$ cat src/design/fdss_pkg.sv
package fdss_pkg;

  localparam int unsigned SAMPLE_W    = 10;
  localparam int unsigned SEG_W       = 7;
  localparam int unsigned EN_W        = 4;
  localparam int unsigned COUNT_W     = 14;
  localparam int unsigned DWELL_W     = 8;
  localparam int unsigned BCD_DIGITS  = 4;
  localparam int unsigned PROD_W      = 18;
  localparam int unsigned POS_W       = 3;

  localparam logic [COUNT_W-1:0] COUNT_MAX  = 14'd9999;
  localparam logic [DWELL_W-1:0] DWELL_MIN  = 8'd6;
  localparam logic [PROD_W-1:0]  DWELL_SPAN = 18'd249;

  // Item kinds on the input channel.
  localparam logic REQ_TICK  = 1'b0;
  localparam logic REQ_PRESS = 1'b1;

  typedef logic [3:0] bcd_digit_t;
  typedef bcd_digit_t [BCD_DIGITS-1:0] bcd_t;

  typedef struct packed {
    logic                req_type;
    logic [SAMPLE_W-1:0] adc_sample;
  } item_t;

  typedef struct packed {
    logic [COUNT_W-1:0] bin;
    bcd_t               bcd;
  } count_t;

  typedef struct packed {
    logic [SEG_W-1:0] segments;
    logic [EN_W-1:0]  digit_enable;
  } disp_t;

  // Standard seven-segment patterns, bit 0 = a through bit 6 = g.
  function automatic logic [SEG_W-1:0] seg_decode(input bcd_digit_t d);
    logic [SEG_W-1:0] s;
    case (d)
      4'd0:    s = 7'h3F;
      4'd1:    s = 7'h06;
      4'd2:    s = 7'h5B;
      4'd3:    s = 7'h4F;
      4'd4:    s = 7'h66;
      4'd5:    s = 7'h6D;
      4'd6:    s = 7'h7D;
      4'd7:    s = 7'h07;
      4'd8:    s = 7'h7F;
      4'd9:    s = 7'h6F;
      default: s = 7'h00;
    endcase
    return s;
  endfunction

endpackage

$ cat src/design/fdss_in_if.sv
interface fdss_in_if;
  logic                             valid;
  logic                             ready;
  logic                             req_type;
  logic [fdss_pkg::SAMPLE_W-1:0]    adc_sample;

  modport source(output valid, output req_type, output adc_sample, input ready);
  modport sink(input valid, input req_type, input adc_sample, output ready);
endinterface

$ cat src/design/fdss_out_if.sv
interface fdss_out_if;
  logic                           valid;
  logic                           ready;
  logic [fdss_pkg::SEG_W-1:0]     segments;
  logic [fdss_pkg::EN_W-1:0]      digit_enable;
  logic [fdss_pkg::COUNT_W-1:0]   count_value;

  modport source(output valid, output segments, output digit_enable, output count_value,
                 input ready);
  modport sink(input valid, input segments, input digit_enable, input count_value,
               output ready);
endinterface

$ cat src/design/fdss_counter.sv
module fdss_counter (
  input  logic             clk,
  input  logic             rst_n,
  input  logic             press,
  output fdss_pkg::count_t count_cur,
  output fdss_pkg::count_t count_next
);

  fdss_pkg::count_t count_r;
  fdss_pkg::count_t count_nxt;
  fdss_pkg::count_t count_inc;
  logic             carry;

  // Binary and BCD copies count together; the BCD copy wraps at 9999 by itself.
  always_comb begin
    carry = 1'b1;
    count_inc.bin = (count_r.bin >= fdss_pkg::COUNT_MAX) ? '0 : count_r.bin + 1'b1;
    for (int i = 0; i < int'(fdss_pkg::BCD_DIGITS); i++) begin
      if (carry && count_r.bcd[i] == 4'd9) begin
        count_inc.bcd[i] = 4'd0;
      end else begin
        count_inc.bcd[i] = count_r.bcd[i] + {3'd0, carry};
        carry = 1'b0;
      end
    end
    count_nxt = press ? count_inc : count_r;
  end

  always_ff @(posedge clk) begin
    if (!rst_n) begin
      count_r <= '0;
    end else begin
      count_r <= count_nxt;
    end
  end

  assign count_cur  = count_r;
  assign count_next = count_nxt;

endmodule

$ cat src/design/fdss_scan.sv
module fdss_scan #(
  parameter int unsigned NUM_DIGITS = 4
) (
  input  logic             clk,
  input  logic             rst_n,
  input  logic             tick,
  input  fdss_pkg::item_t  item,
  input  fdss_pkg::count_t count_cur,
  output fdss_pkg::disp_t  disp
);

  localparam int unsigned SLOT_W = (NUM_DIGITS > 1) ? $clog2(NUM_DIGITS) : 1;
  localparam logic [SLOT_W-1:0] SLOT_LAST = SLOT_W'(NUM_DIGITS - 1);

  logic [SLOT_W-1:0]            slot_r, slot_nxt;
  logic [fdss_pkg::DWELL_W-1:0] ticks_r, ticks_nxt, ticks_inc;
  logic [fdss_pkg::DWELL_W-1:0] limit_r, limit_nxt;
  fdss_pkg::bcd_t               shown_r, shown_nxt;
  logic [fdss_pkg::PROD_W-1:0]  prod;
  logic                         frame_start;
  logic [fdss_pkg::POS_W-1:0]   pos;
  fdss_pkg::bcd_digit_t         digit;

  assign frame_start = (slot_r == '0) && (ticks_r == '0);
  assign prod        = fdss_pkg::PROD_W'(item.adc_sample) * fdss_pkg::DWELL_SPAN;
  assign ticks_inc   = ticks_r + 1'b1;

  always_comb begin
    shown_nxt = shown_r;
    limit_nxt = limit_r;
    slot_nxt  = slot_r;
    ticks_nxt = ticks_r;
    if (tick) begin
      if (frame_start) begin
        shown_nxt = count_cur.bcd;
        limit_nxt = prod[fdss_pkg::PROD_W-1 -: fdss_pkg::DWELL_W] + fdss_pkg::DWELL_MIN;
      end
      // At frame start the incremented dwell is one, below any limit, so the
      // old limit gives the same answer as the freshly latched one.
      if (ticks_inc >= limit_r) begin
        ticks_nxt = '0;
        slot_nxt  = (slot_r == SLOT_LAST) ? '0 : slot_r + 1'b1;
      end else begin
        ticks_nxt = ticks_inc;
      end
    end
  end

  // Digit at the current slot, thousands first; digit positions count from the units upwards.
  always_comb begin
    pos = fdss_pkg::POS_W'(NUM_DIGITS - 1) - fdss_pkg::POS_W'(slot_r);
    digit = 4'd0;
    disp.digit_enable = '0;
    if (pos < fdss_pkg::POS_W'(fdss_pkg::BCD_DIGITS)) begin
      digit = (tick && frame_start) ? count_cur.bcd[pos[1:0]] : shown_r[pos[1:0]];
      disp.digit_enable = fdss_pkg::EN_W'(1) << pos[1:0];
    end
    disp.segments = fdss_pkg::seg_decode(digit);
  end

  always_ff @(posedge clk) begin
    if (!rst_n) begin
      slot_r  <= '0;
      ticks_r <= '0;
      limit_r <= fdss_pkg::DWELL_MIN;
      shown_r <= '0;
    end else begin
      slot_r  <= slot_nxt;
      ticks_r <= ticks_nxt;
      limit_r <= limit_nxt;
      shown_r <= shown_nxt;
    end
  end

endmodule

$ cat src/design/four_digit_seven_segment_scanner.sv
// Throughput: one item per cycle while the result side keeps taking results; an
// item enters the input register, and the scan and count update runs once the
// result register is free, landing in the result register.
// Reset (rst_n low, synchronous) clears the count, shows the thousands digit,
// sets the dwell limit to six ticks and empties both registers.
module four_digit_seven_segment_scanner #(
  parameter int unsigned NUM_DIGITS = 4
) (
  input logic        clk,
  input logic        rst_n,
  fdss_in_if.sink    in_ch,
  fdss_out_if.source out_ch
);

  // Input register: holds one item until the result register can take its result.
  logic             item_valid_r, item_valid_nxt;
  fdss_pkg::item_t  item_r;
  logic             advance;

  // Result register.
  logic             out_valid_r, out_valid_nxt;
  fdss_pkg::disp_t  disp_r;
  logic [fdss_pkg::COUNT_W-1:0] count_r;

  fdss_pkg::count_t count_cur;
  fdss_pkg::count_t count_next;
  fdss_pkg::disp_t  disp;
  logic             press;
  logic             tick;

  // The held item moves on whenever the result register is empty or being
  // emptied; the input register then refills in the same cycle, so a new item is
  // refused only while an item is held and a waiting result is not being taken.
  assign advance     = item_valid_r && (!out_valid_r || out_ch.ready);
  assign in_ch.ready = !item_valid_r || advance;

  assign press = advance && (item_r.req_type == fdss_pkg::REQ_PRESS);
  assign tick  = advance && (item_r.req_type == fdss_pkg::REQ_TICK);

  fdss_counter u_counter (
    .clk        (clk),
    .rst_n      (rst_n),
    .press      (press),
    .count_cur  (count_cur),
    .count_next (count_next)
  );

  fdss_scan #(
    .NUM_DIGITS (NUM_DIGITS)
  ) u_scan (
    .clk       (clk),
    .rst_n     (rst_n),
    .tick      (tick),
    .item      (item_r),
    .count_cur (count_cur),
    .disp      (disp)
  );

  always_comb begin
    item_valid_nxt = item_valid_r;
    if (in_ch.valid && in_ch.ready) begin
      item_valid_nxt = 1'b1;
    end else if (advance) begin
      item_valid_nxt = 1'b0;
    end
    out_valid_nxt = out_valid_r;
    if (advance) begin
      out_valid_nxt = 1'b1;
    end else if (out_ch.ready) begin
      out_valid_nxt = 1'b0;
    end
  end

  always_ff @(posedge clk) begin
    if (!rst_n) begin
      item_valid_r <= 1'b0;
      out_valid_r  <= 1'b0;
    end else begin
      item_valid_r <= item_valid_nxt;
      out_valid_r  <= out_valid_nxt;
    end
  end

  always_ff @(posedge clk) begin
    if (in_ch.valid && in_ch.ready) begin
      item_r.req_type   <= in_ch.req_type;
      item_r.adc_sample <= in_ch.adc_sample;
    end
    if (advance) begin
      disp_r  <= disp;
      count_r <= count_next.bin;
    end
  end

  assign out_ch.valid        = out_valid_r;
  assign out_ch.segments     = disp_r.segments;
  assign out_ch.digit_enable = disp_r.digit_enable;
  assign out_ch.count_value  = count_r;

`ifndef NO_ASSERTIONS
  // The press count never leaves the four-digit range.
  a_count_range: assert property (@(posedge clk) disable iff (!rst_n)
    out_valid_r |-> (count_r <= fdss_pkg::COUNT_MAX))
    else $error("count_value out of range");

  // At most one digit is ever driven.
  a_enable_onehot: assert property (@(posedge clk) disable iff (!rst_n)
    out_valid_r |-> $onehot0(disp_r.digit_enable))
    else $error("more than one digit enabled");

  // A held item that cannot move on is kept, not dropped.
  a_item_kept: assert property (@(posedge clk) disable iff (!rst_n)
    (item_valid_r && !advance) |=> item_valid_r)
    else $error("stalled item lost");

  // A tick leaves the count alone; only a press changes it.
  a_tick_count: assert property (@(posedge clk) disable iff (!rst_n)
    tick |-> (count_next.bin == count_cur.bin))
    else $error("tick changed the count");
`endif

endmodule

$ cat src/flat_wrapper.sv
// flat-port wrapper written by rule: the top's interface ports become plain ports
module four_digit_seven_segment_scanner_flat 
#(
  parameter int unsigned NUM_DIGITS = 4
)
  (clk, rst_n, in_ch_valid, in_ch_req_type, in_ch_adc_sample, in_ch_ready, out_ch_valid, out_ch_segments, out_ch_digit_enable, out_ch_count_value, out_ch_ready);
  fdss_in_if in_ch_i ();
  fdss_out_if out_ch_i ();
  input logic clk;
  input logic rst_n;
  input wire logic [$bits(in_ch_i.valid)-1:0] in_ch_valid;
  input wire logic [$bits(in_ch_i.req_type)-1:0] in_ch_req_type;
  input wire logic [$bits(in_ch_i.adc_sample)-1:0] in_ch_adc_sample;
  output wire logic [$bits(in_ch_i.ready)-1:0] in_ch_ready;
  output wire logic [$bits(out_ch_i.valid)-1:0] out_ch_valid;
  output wire logic [$bits(out_ch_i.segments)-1:0] out_ch_segments;
  output wire logic [$bits(out_ch_i.digit_enable)-1:0] out_ch_digit_enable;
  output wire logic [$bits(out_ch_i.count_value)-1:0] out_ch_count_value;
  input wire logic [$bits(out_ch_i.ready)-1:0] out_ch_ready;
  assign in_ch_i.valid = in_ch_valid;
  assign in_ch_i.req_type = in_ch_req_type;
  assign in_ch_i.adc_sample = in_ch_adc_sample;
  assign in_ch_ready = in_ch_i.ready;
  assign out_ch_valid = out_ch_i.valid;
  assign out_ch_segments = out_ch_i.segments;
  assign out_ch_digit_enable = out_ch_i.digit_enable;
  assign out_ch_count_value = out_ch_i.count_value;
  assign out_ch_i.ready = out_ch_ready;
  four_digit_seven_segment_scanner #(.NUM_DIGITS(NUM_DIGITS)) u_core (.clk(clk), .rst_n(rst_n), .in_ch(in_ch_i), .out_ch(out_ch_i));
endmodule
$ cat config.mk
export PLATFORM = sky130hd
export DESIGN_NAME = four_digit_seven_segment_scanner_flat
export DESIGN_NICKNAME = d
export VERILOG_FILES = /design/src/design/fdss_pkg.sv /design/src/design/fdss_in_if.sv /design/src/design/fdss_out_if.sv /design/src/design/fdss_counter.sv /design/src/design/fdss_scan.sv /design/src/design/four_digit_seven_segment_scanner.sv /design/src/flat_wrapper.sv
export SDC_FILE = /design/constraint.sdc
export NUM_CORES = 1
export LEC_CHECK = 0
export BUFFER_PORTS_ARGS = -buffer_cell sky130_fd_sc_hd__buf_2
export CAP_MARGIN = 15
export CORE_MARGIN = 4
export CORE_UTILIZATION = 60
export CTS_CLUSTER_SIZE = 10
export DETAILED_ROUTE_END_ITERATION = 6
export PLACE_DENSITY_LB_ADDON = 0.12
export SYNTH_ARGS = -nofsm -noshare
export SYNTH_HDL_FRONTEND = slang
export SYNTH_SLANG_ARGS = --single-unit
export TNS_END_PERCENT = 1
$ cat constraint.sdc
create_clock -name clk -period 12.1 [get_ports clk]
set_input_delay 2.42 -clock clk [delete_from_list [all_inputs] [get_ports clk]]
set_output_delay 2.42 -clock clk [all_outputs]
set_load 0.02 [all_outputs]
==> impl_metrics.json, run 1 <==
{
  "grt_first_pass_wirelength_um": 20100,
  "first_pass_iters": 4,
  "tns_ns": 0,
  "critPathMaxFanout": 4,
  "clkSinkCount": 102,
  "netlist_area_um2": 6320,
  "powerDensity_nw_per_um2": 146,
  "ys.flop_type": "dfxtp_1",
  "final_core_util_pct": 66.2,
  "diodes": 0,
  "synthesis.nets": 747,
  "drive_above_1_share_pct": 10.8,
  "setup_ws_ns": 6.55,
  "finClkSkew_ns": 0.0117,
  "timing.rr.end": "u_core.u_scan.limit_r[7]",
  "worst-r2r-setup-slack_ns": 6.66,
  "post_dp_cell_area_um2": 6620,
  "ant_nets": 0,
  "required_ns": 9.68,
  "cts_resized": 0,
  "dr_total_vias": 4425,
  "via_per_inst": 5.47,
  "relSlewSlack_pct": 42.1,
  "area_delta_synth_final_pct": 7.60,
  "fin_crit_sh_pct": 45.9,
  "pre_cts_ws_ns": 6.19,
  "postCtsSetupBuffers": 0,
  "grt.total_usage_pct": 19.8,
  "ys_seq_elements": 102,
  "dp_hpwl_um": 8680,
  "finalMaxSlewViolations": 0,
  "drc": 0,
  "wire_per_inst_um": 14.1,
  "critPathArrivalTime_ns": 3.13,
  "cts_tree": "yes",
  "grt_max_degree": 33,
  "overflow": 0,
  "finalHoldViolCount": 0,
  "grt_pass1_vias": 4449,
  "syn_area_per_cell_um2": 9.97,
  "core_area_um2": 10300,
  "fmax_ghz": 0.180,
  "yosysWarnings": 0,
  "drt_iter0_markers": 210,
  "whs_path_depth": 2,
  "ir_worst_vdd_mv": 0.137,
  "whs_ns": 0.490,
  "end_kind": "primary output",
  "ctsHoldBuffers": 0,
  "insertion_delay_ns": 0.38,
  "yosysTopAreaCellShare_pct": 20.9,
  "crit_chain": "buf_2 > nor2b_1 > nand2_1 > buf_2",
  "min_to": "u_core.u_scan.limit_r[7]",
  "slowest_delay_ns": 0.31,
  "grt_setup_unrepaired": "false",
  "multi_input_area_um2": 3560,
  "cts-htree-levels": 3,
  "clk_pin_slew_ns": 0.09,
  "initial_core_util_pct": 61.5,
  "nets": 781,
  "yosys.cell_count.top_type": "ha_1",
  "synth_cell_types": 59,
  "row_count": 37,
  "start_kind": "input port",
  "netlist_instances": 634,
  "io_buffers": 41,
  "wl_um": 11400,
  "setup_viol": 0,
  "yosysTopAreaCell": "dfxtp_1",
  "leakage_nw": 2.91,
  "dieHeight_um": 111,
  "synth_commonest_cells": "69 x ha_1, 68 x inv_1, 66 x dfxtp_1",
  "status": "finished, final reports clean",
  "crit_slowest_cell": "nor2b_1",
  "regArea_um2": 2400,
  "gp_congestion": 0.837,
  "cts_buffers": 9,
  "synth_edf_count": 36,
  "synthTopCellsByArea": "dfxtp_1 21%, edfxtp_1 17%, ha_1 14%, fa_1 9.2%, inv_1 4.0%",
  "cpMostUsedCell": "buf_2",
  "post-route-min-period_ns": 5.55,
  "antenna_found_initial": 1,
  "max-cap-violations": 0,
  "tightest_slew_ns": 0.868,
  "cts-root-buf": "clkbuf_8",
  "clock_path_buffers": 2,
  "seq_area_frac_synth_pct": 38.0,
  "pin_count": 42,
  "rr_worst_depth": 20,
  "path_class": "in -> out",
  "die_w_um": 111,
  "final.fill_count": 887,
  "async_reset_ff_share_pct": 0,
  "min-delay-start": "u_core.u_scan.limit_r[7]",
  "hp-class": "reg -> reg",
  "dieArea_um2": 12200,
  "r2r_start": "u_core.item_r[5]",
  "stdcell_area_um2": 6800
}
## logic make-up after synthesis
group / count (synthesis) / share of synthesized area [%]
buffers and inverters: 90 / 5.66
XOR/XNOR: 33 / 4.57
AND/OR/NAND/NOR: 196 / 15.2
adder cells (fa/ha/maj): 98 / 22.8
flip-flops: 102 / 38.0
multiplexers: 28 / 5.46
AO/OA/AOI/OAI: 87 / 8.21
## worst max path at each step
stage,slack (ns),to,from,cells after the start
after detailed placement,6.19,u_core.out_ch.segments[0],out_ch_ready,13
after CTS,6.56,in_ch_ready,out_ch_ready,4
after global routing,6.27,u_core.u_scan.limit_r[7],u_core.item_r[4],20
after floorplan,6.77,in_ch_ready,out_ch_ready,2
after global placement,6.33,u_core.out_ch.segments[0],out_ch_ready,13
final,6.55,in_ch_ready,out_ch_ready,4
## state kept, by name, indices dropped and copies added (netlist names)
name / count
u_core.u_scan.ticks_r: 8
u_core.u_counter.count_cur: 30
u_core.u_scan.slot_r: 2
u_core.item_valid_r: 1
u_core.u_scan.shown_r: 16
u_core.item_r: 11
u_core.out_ch.digit_enable: 4
u_core.out_ch.valid: 1
u_core.u_scan.limit_r: 8
u_core.out_ch.segments: 7
u_core.out_ch.count_value: 14
## per-stage QoR
step	total power (W)	cells
6_report	0.000990	809
3_5_place_dp	0.000804	793
2_1_floorplan	0.000726	634
5_1_grt	0.00108	809
3_3_place_gp	0.000794	793
4_1_cts	0.00101	809
## layout by cell type, fill, tap and decap left out, drive strengths merged, types with 6 or more instances in the layout
| cell type | synthesis | final |
|---|---|---|
| ha | 69 | 69 |
| a21oi | 25 | 25 |
| o31ai | 6 | 6 |
| dfxtp | 66 | 66 |
| buf | 7 | 43 |
| o22ai | 6 | 6 |
| fa | 29 | 29 |
| and2 | 13 | 13 |
| edfxtp | 36 | 36 |
| xor2 | 17 | 17 |
| nor3 | 9 | 9 |
| mux2i | 21 | 21 |
| xnor2 | 16 | 16 |
| nand2 | 50 | 50 |
| inv | 68 | 71 |
| nor2b | 9 | 9 |
| clkbuf | 13 | 10 |
| nand2b | 6 | 6 |
| o21ai | 28 | 28 |
| nand4 | 6 | 6 |
| nand3 | 18 | 18 |
| nor2 | 62 | 62 |
## layout make-up
type / instances / share of cell area (%)
clock buffers: 10 / 1.88
clock inverters: 6 / 0.773
inverters: 70 / 3.94
multi-input cells: 442 / 52.4
flip-flops and latches: 102 / 35.3
well taps: 136 / 2.50
repair buffers: 43 / 3.24
## worst max-delay path, delay by kind of cell
| kind | cells | cell delay, ns |
|---|---|---|
| and+or+nand+nor | 2 | 0.43 |
| buffers and inverters | 2 | 0.27 |
## per-layer routing
metal	wire (µm)	GRT usage [%]	vias up	part of all wire [%]
met4	216	6.08	2	1.9
met3	549	5.75	21	4.8
met2	5760	34.5	96	50
met5	7	0	-	0.061
li1	-	-	2213	-
met1	4900	23.5	2093	43
## power by group
group	switching [W]	total [W]	leakage, nW	internal [W]
combinational	0.000228	0.000417	1.97	0.000189
clock	0.000120	0.000198	0.0854	0.0000780
sequential	0.00000889	0.000375	0.850	0.000366
total	0.000357	0.000990	2.91	0.000633
(Power assumes the default switching activity.)
==> inputs of run 2 (changes only) <==
--- a/config.mk
+++ b/config.mk
@@ -5,6 +5,7 @@
 export SDC_FILE = /design/constraint.sdc
 export NUM_CORES = 1
 export LEC_CHECK = 0
+export ABC_AREA = 1
 export BUFFER_PORTS_ARGS = -buffer_cell sky130_fd_sc_hd__buf_2
 export CAP_MARGIN = 15
 export CORE_MARGIN = 4
==> constraint.sdc (replaced) <==
create_clock -name clk -period 5.46 [get_ports clk]
set_input_delay 1.092 -clock clk [delete_from_list [all_inputs] [get_ports clk]]
set_output_delay 1.092 -clock clk [all_outputs]
set_load 0.02 [all_outputs]
==> run 2 against run 1 <==
  * First-iteration DRC count increased by 58%
  * Sequential share of layout area is 3.3 points lower
  * Flip-flop and latch count is the same
  * Via count rose by 22%
  * Critical path type is now reg -> reg
  * Largest power group unchanged
==> impl_metrics.json, run 2 <==
{
  "diodes": 0,
  "critPathMaxFanout": 4,
  "p_total_w": 0.00273,
  "area_delta_synth_final_pct": 9.11,
  "grt_setup_unrepaired": "false",
  "required_ns": 5.71,
  "clk_pin_slew_ns": 0.07,
  "synthTopCellsByArea": "dfxtp_1 19%, edfxtp_1 16%, ha_1 13%, nand2_1 8.5%, fa_1 8.5%",
  "pin_count": 42,
  "finalHoldViolCount": 0,
  "hp-class": "reg -> reg",
  "grt.total_usage_pct": 21.5,
  "row_count": 38,
  "grt_pass1_vias": 5146,
  "async_reset_ff_share_pct": 0,
  "yosysWarnings": 0,
  "cp-startpoint": "u_core.item_r[5]",
  "ctsHoldBuffers": 0,
  "cts_resized": 0,
  "initial_core_util_pct": 62.3,
  "drive_above_1_share_pct": 13.5,
  "dp_hpwl_um": 10200,
  "grt_max_degree": 47,
  "tightest_slew_ns": 0.900,
  "cts-root-buf": "clkbuf_16",
  "drt_iter0_markers": 332,
  "final_common_cell": "nand2_1",
  "synth_edf_count": 36,
  "status": "finished, final reports clean",
  "gp_congestion": 0.873,
  "setup_viol": 0,
  "rr_worst_depth": 22,
  "r2r_start": "u_core.item_r[5]",
  "tns_ns": 0,
  "netlist_instances": 835,
  "final_core_util_pct": 67.9,
  "relSlewSlack_pct": 39.9,
  "leakage_nw": 3.60,
  "postCtsSetupBuffers": 0,
  "post-route-min-period_ns": 4.48,
  "ys.flop_type": "dfxtp_1",
  "min_to": "u_core.u_scan.shown_r[14]",
  "cts-htree-levels": 3,
  "worst-r2r-setup-slack_ns": 0.98,
  "nets": 984,
  "ys_seq_elements": 102,
  "syn_area_per_cell_um2": 8.22,
  "synth_commonest_cells": "156 x nand2_1, 153 x inv_1, 69 x ha_1",
  "synth_cell_types": 48,
  "drc": 0,
  "cts_tree": "yes",
  "finClkSkew_ns": 0.00552,
  "first_pass_iters": 5,
  "wire_per_inst_um": 13.2,
  "insertion_delay_ns": 0.35,
  "antenna_found_initial": 0,
  "grt_first_pass_wirelength_um": 23200,
  "largest_register_ffs": 30,
  "setup_ws_ns": 0.977,
  "fmax_ghz": 0.223,
  "wl_um": 13400,
  "via_per_inst": 5.31,
  "seq_area_frac_synth_pct": 35.0,
  "whs_path_depth": 2,
  "cts_buffers": 9,
  "dieHeight_um": 115,
  "netlist_area_um2": 6870,
  "dr_total_vias": 5394,
  "clkSinkCount": 102,
  "end_kind": "flop",
  "max-cap-violations": 0,
  "yosysTopAreaCellShare_pct": 19.2,
  "finalMaxSlewViolations": 0,
  "overflow": 0,
  "critPathArrivalTime_ns": 4.73,
  "synthesis.nets": 948,
  "pre_cts_ws_ns": 0.973,
  "fin_crit_sh_pct": 82.1,
  "yosysTopAreaCell": "dfxtp_1",
  "timing.rr.end": "u_core.u_scan.limit_r[7]",
  "whs_ns": 0.469,
  "powerDensity_nw_per_um2": 364,
  "path_class": "reg -> reg",
  "start_kind": "flop",
  "layout_common_cells": "156 x nand2_1, 153 x inv_1, 69 x ha_1, 66 x nor2_1, 66 x dfxtp_1",
  "ant_nets": 0,
  "die_w_um": 115,
  "clock_path_buffers": 2,
  "ir_worst_vdd_mv": 0.209,
  "dieArea_um2": 13200,
  "yosys.cell_count.top_type": "nand2_1",
  "core_area_um2": 11000,
  "min-delay-start": "u_core.u_scan.shown_r[14]",
  "io_buffers": 41
}
[run 2: changes by cell type in the layout (fill, tap and decap cells not counted), sizes merged, moves of 9 or more]
cell   previous run  this run
a21oi            25        46
and2             13         4
inv              71       172
mux2i            21         1
nand2            50       173
nand3            18        33
nor2             62        75
nor2b             9         0
xnor2            16         4
[run 2: critical path: stages, from the launching register on]
cell	delay, ns
edfxtp_1	0.46
inv_1	0.19
fa_1	0.46
fa_1	0.51
inv_1	0.05
fa_1	0.50
inv_1	0.06
fa_1	0.52
inv_1	0.04
ha_1	0.34
a21oi_1	0.21
nand2_1	0.11
inv_1	0.08
nand2_1	0.05
nand2_1	0.06
nand2_2	0.07
ha_1	0.26
inv_1	0.08
nand4_1	0.09
nand2_1	0.07
nand3_1	0.06
nand2_1	0.08
inv_1	0.04
[run 2: cell families (layout without fill, tap and decap cells)]
group	count (synthesis)	in the layout	share of synthesized area [%]
muxes	1	1	0.146
AOI/OAI and AO/OA	106	106	9.36
adders and majority gates	98	98	21.0
buffers and inverters	186	227	10.5
xor gates and xnor gates	19	19	2.42
DFF	102	102	35.0
and+or+nand+nor	323	323	21.6
[run 2: layer usage]
layer	global-route usage (%)	up-vias	wire [µm]
met5	0	-	0
met4	7.90	0	279
met3	4.00	26	580
met2	35.5	115	6490
met1	28.3	2512	6090
li1	-	2741	-
[run 2: how the worst max path moves through the flow]
stage / slack (ns) / cells after the start / endpoint
2_1_floorplan: 1.29 / 21 / u_core.u_scan.limit_r[3]
3_3_place_gp: 1.15 / 22 / u_core.u_scan.limit_r[7]
3_5_place_dp: 0.97 / 22 / u_core.u_scan.limit_r[7]
4_1_cts: 0.97 / 22 / u_core.u_scan.limit_r[7]
5_1_grt: 0.62 / 22 / u_core.u_scan.limit_r[7]
6_report: 0.98 / 22 / u_core.u_scan.limit_r[7]
[run 2: layout make-up]
class | instances | area (µm²)
multi-input cells | 547 | 3750
fillers | 899 | 3540
flip-flops and latches | 102 | 2400
inverters | 170 | 638
clock buffers | 11 | 264
repair buffers | 41 | 205
well taps | 140 | 175
clock inverters | 5 | 61.3
[run 2: stage by stage]
step                      std cells  cell area, µm²
after global placement         1000            7170
final                          1016            7490
after floorplan                 835            6870
after detailed placement       1000            7170
after CTS                      1016            7490
after global routing           1016            7490
[run 2: report_power, final]
part,total [W],leakage [nW],switching [W],internal [W]
Combinational,0.00121,2.57,0.000762,0.000448
Clock,0.000688,0.162,0.000288,0.000400
Sequential,0.000831,0.866,0.0000173,0.000814
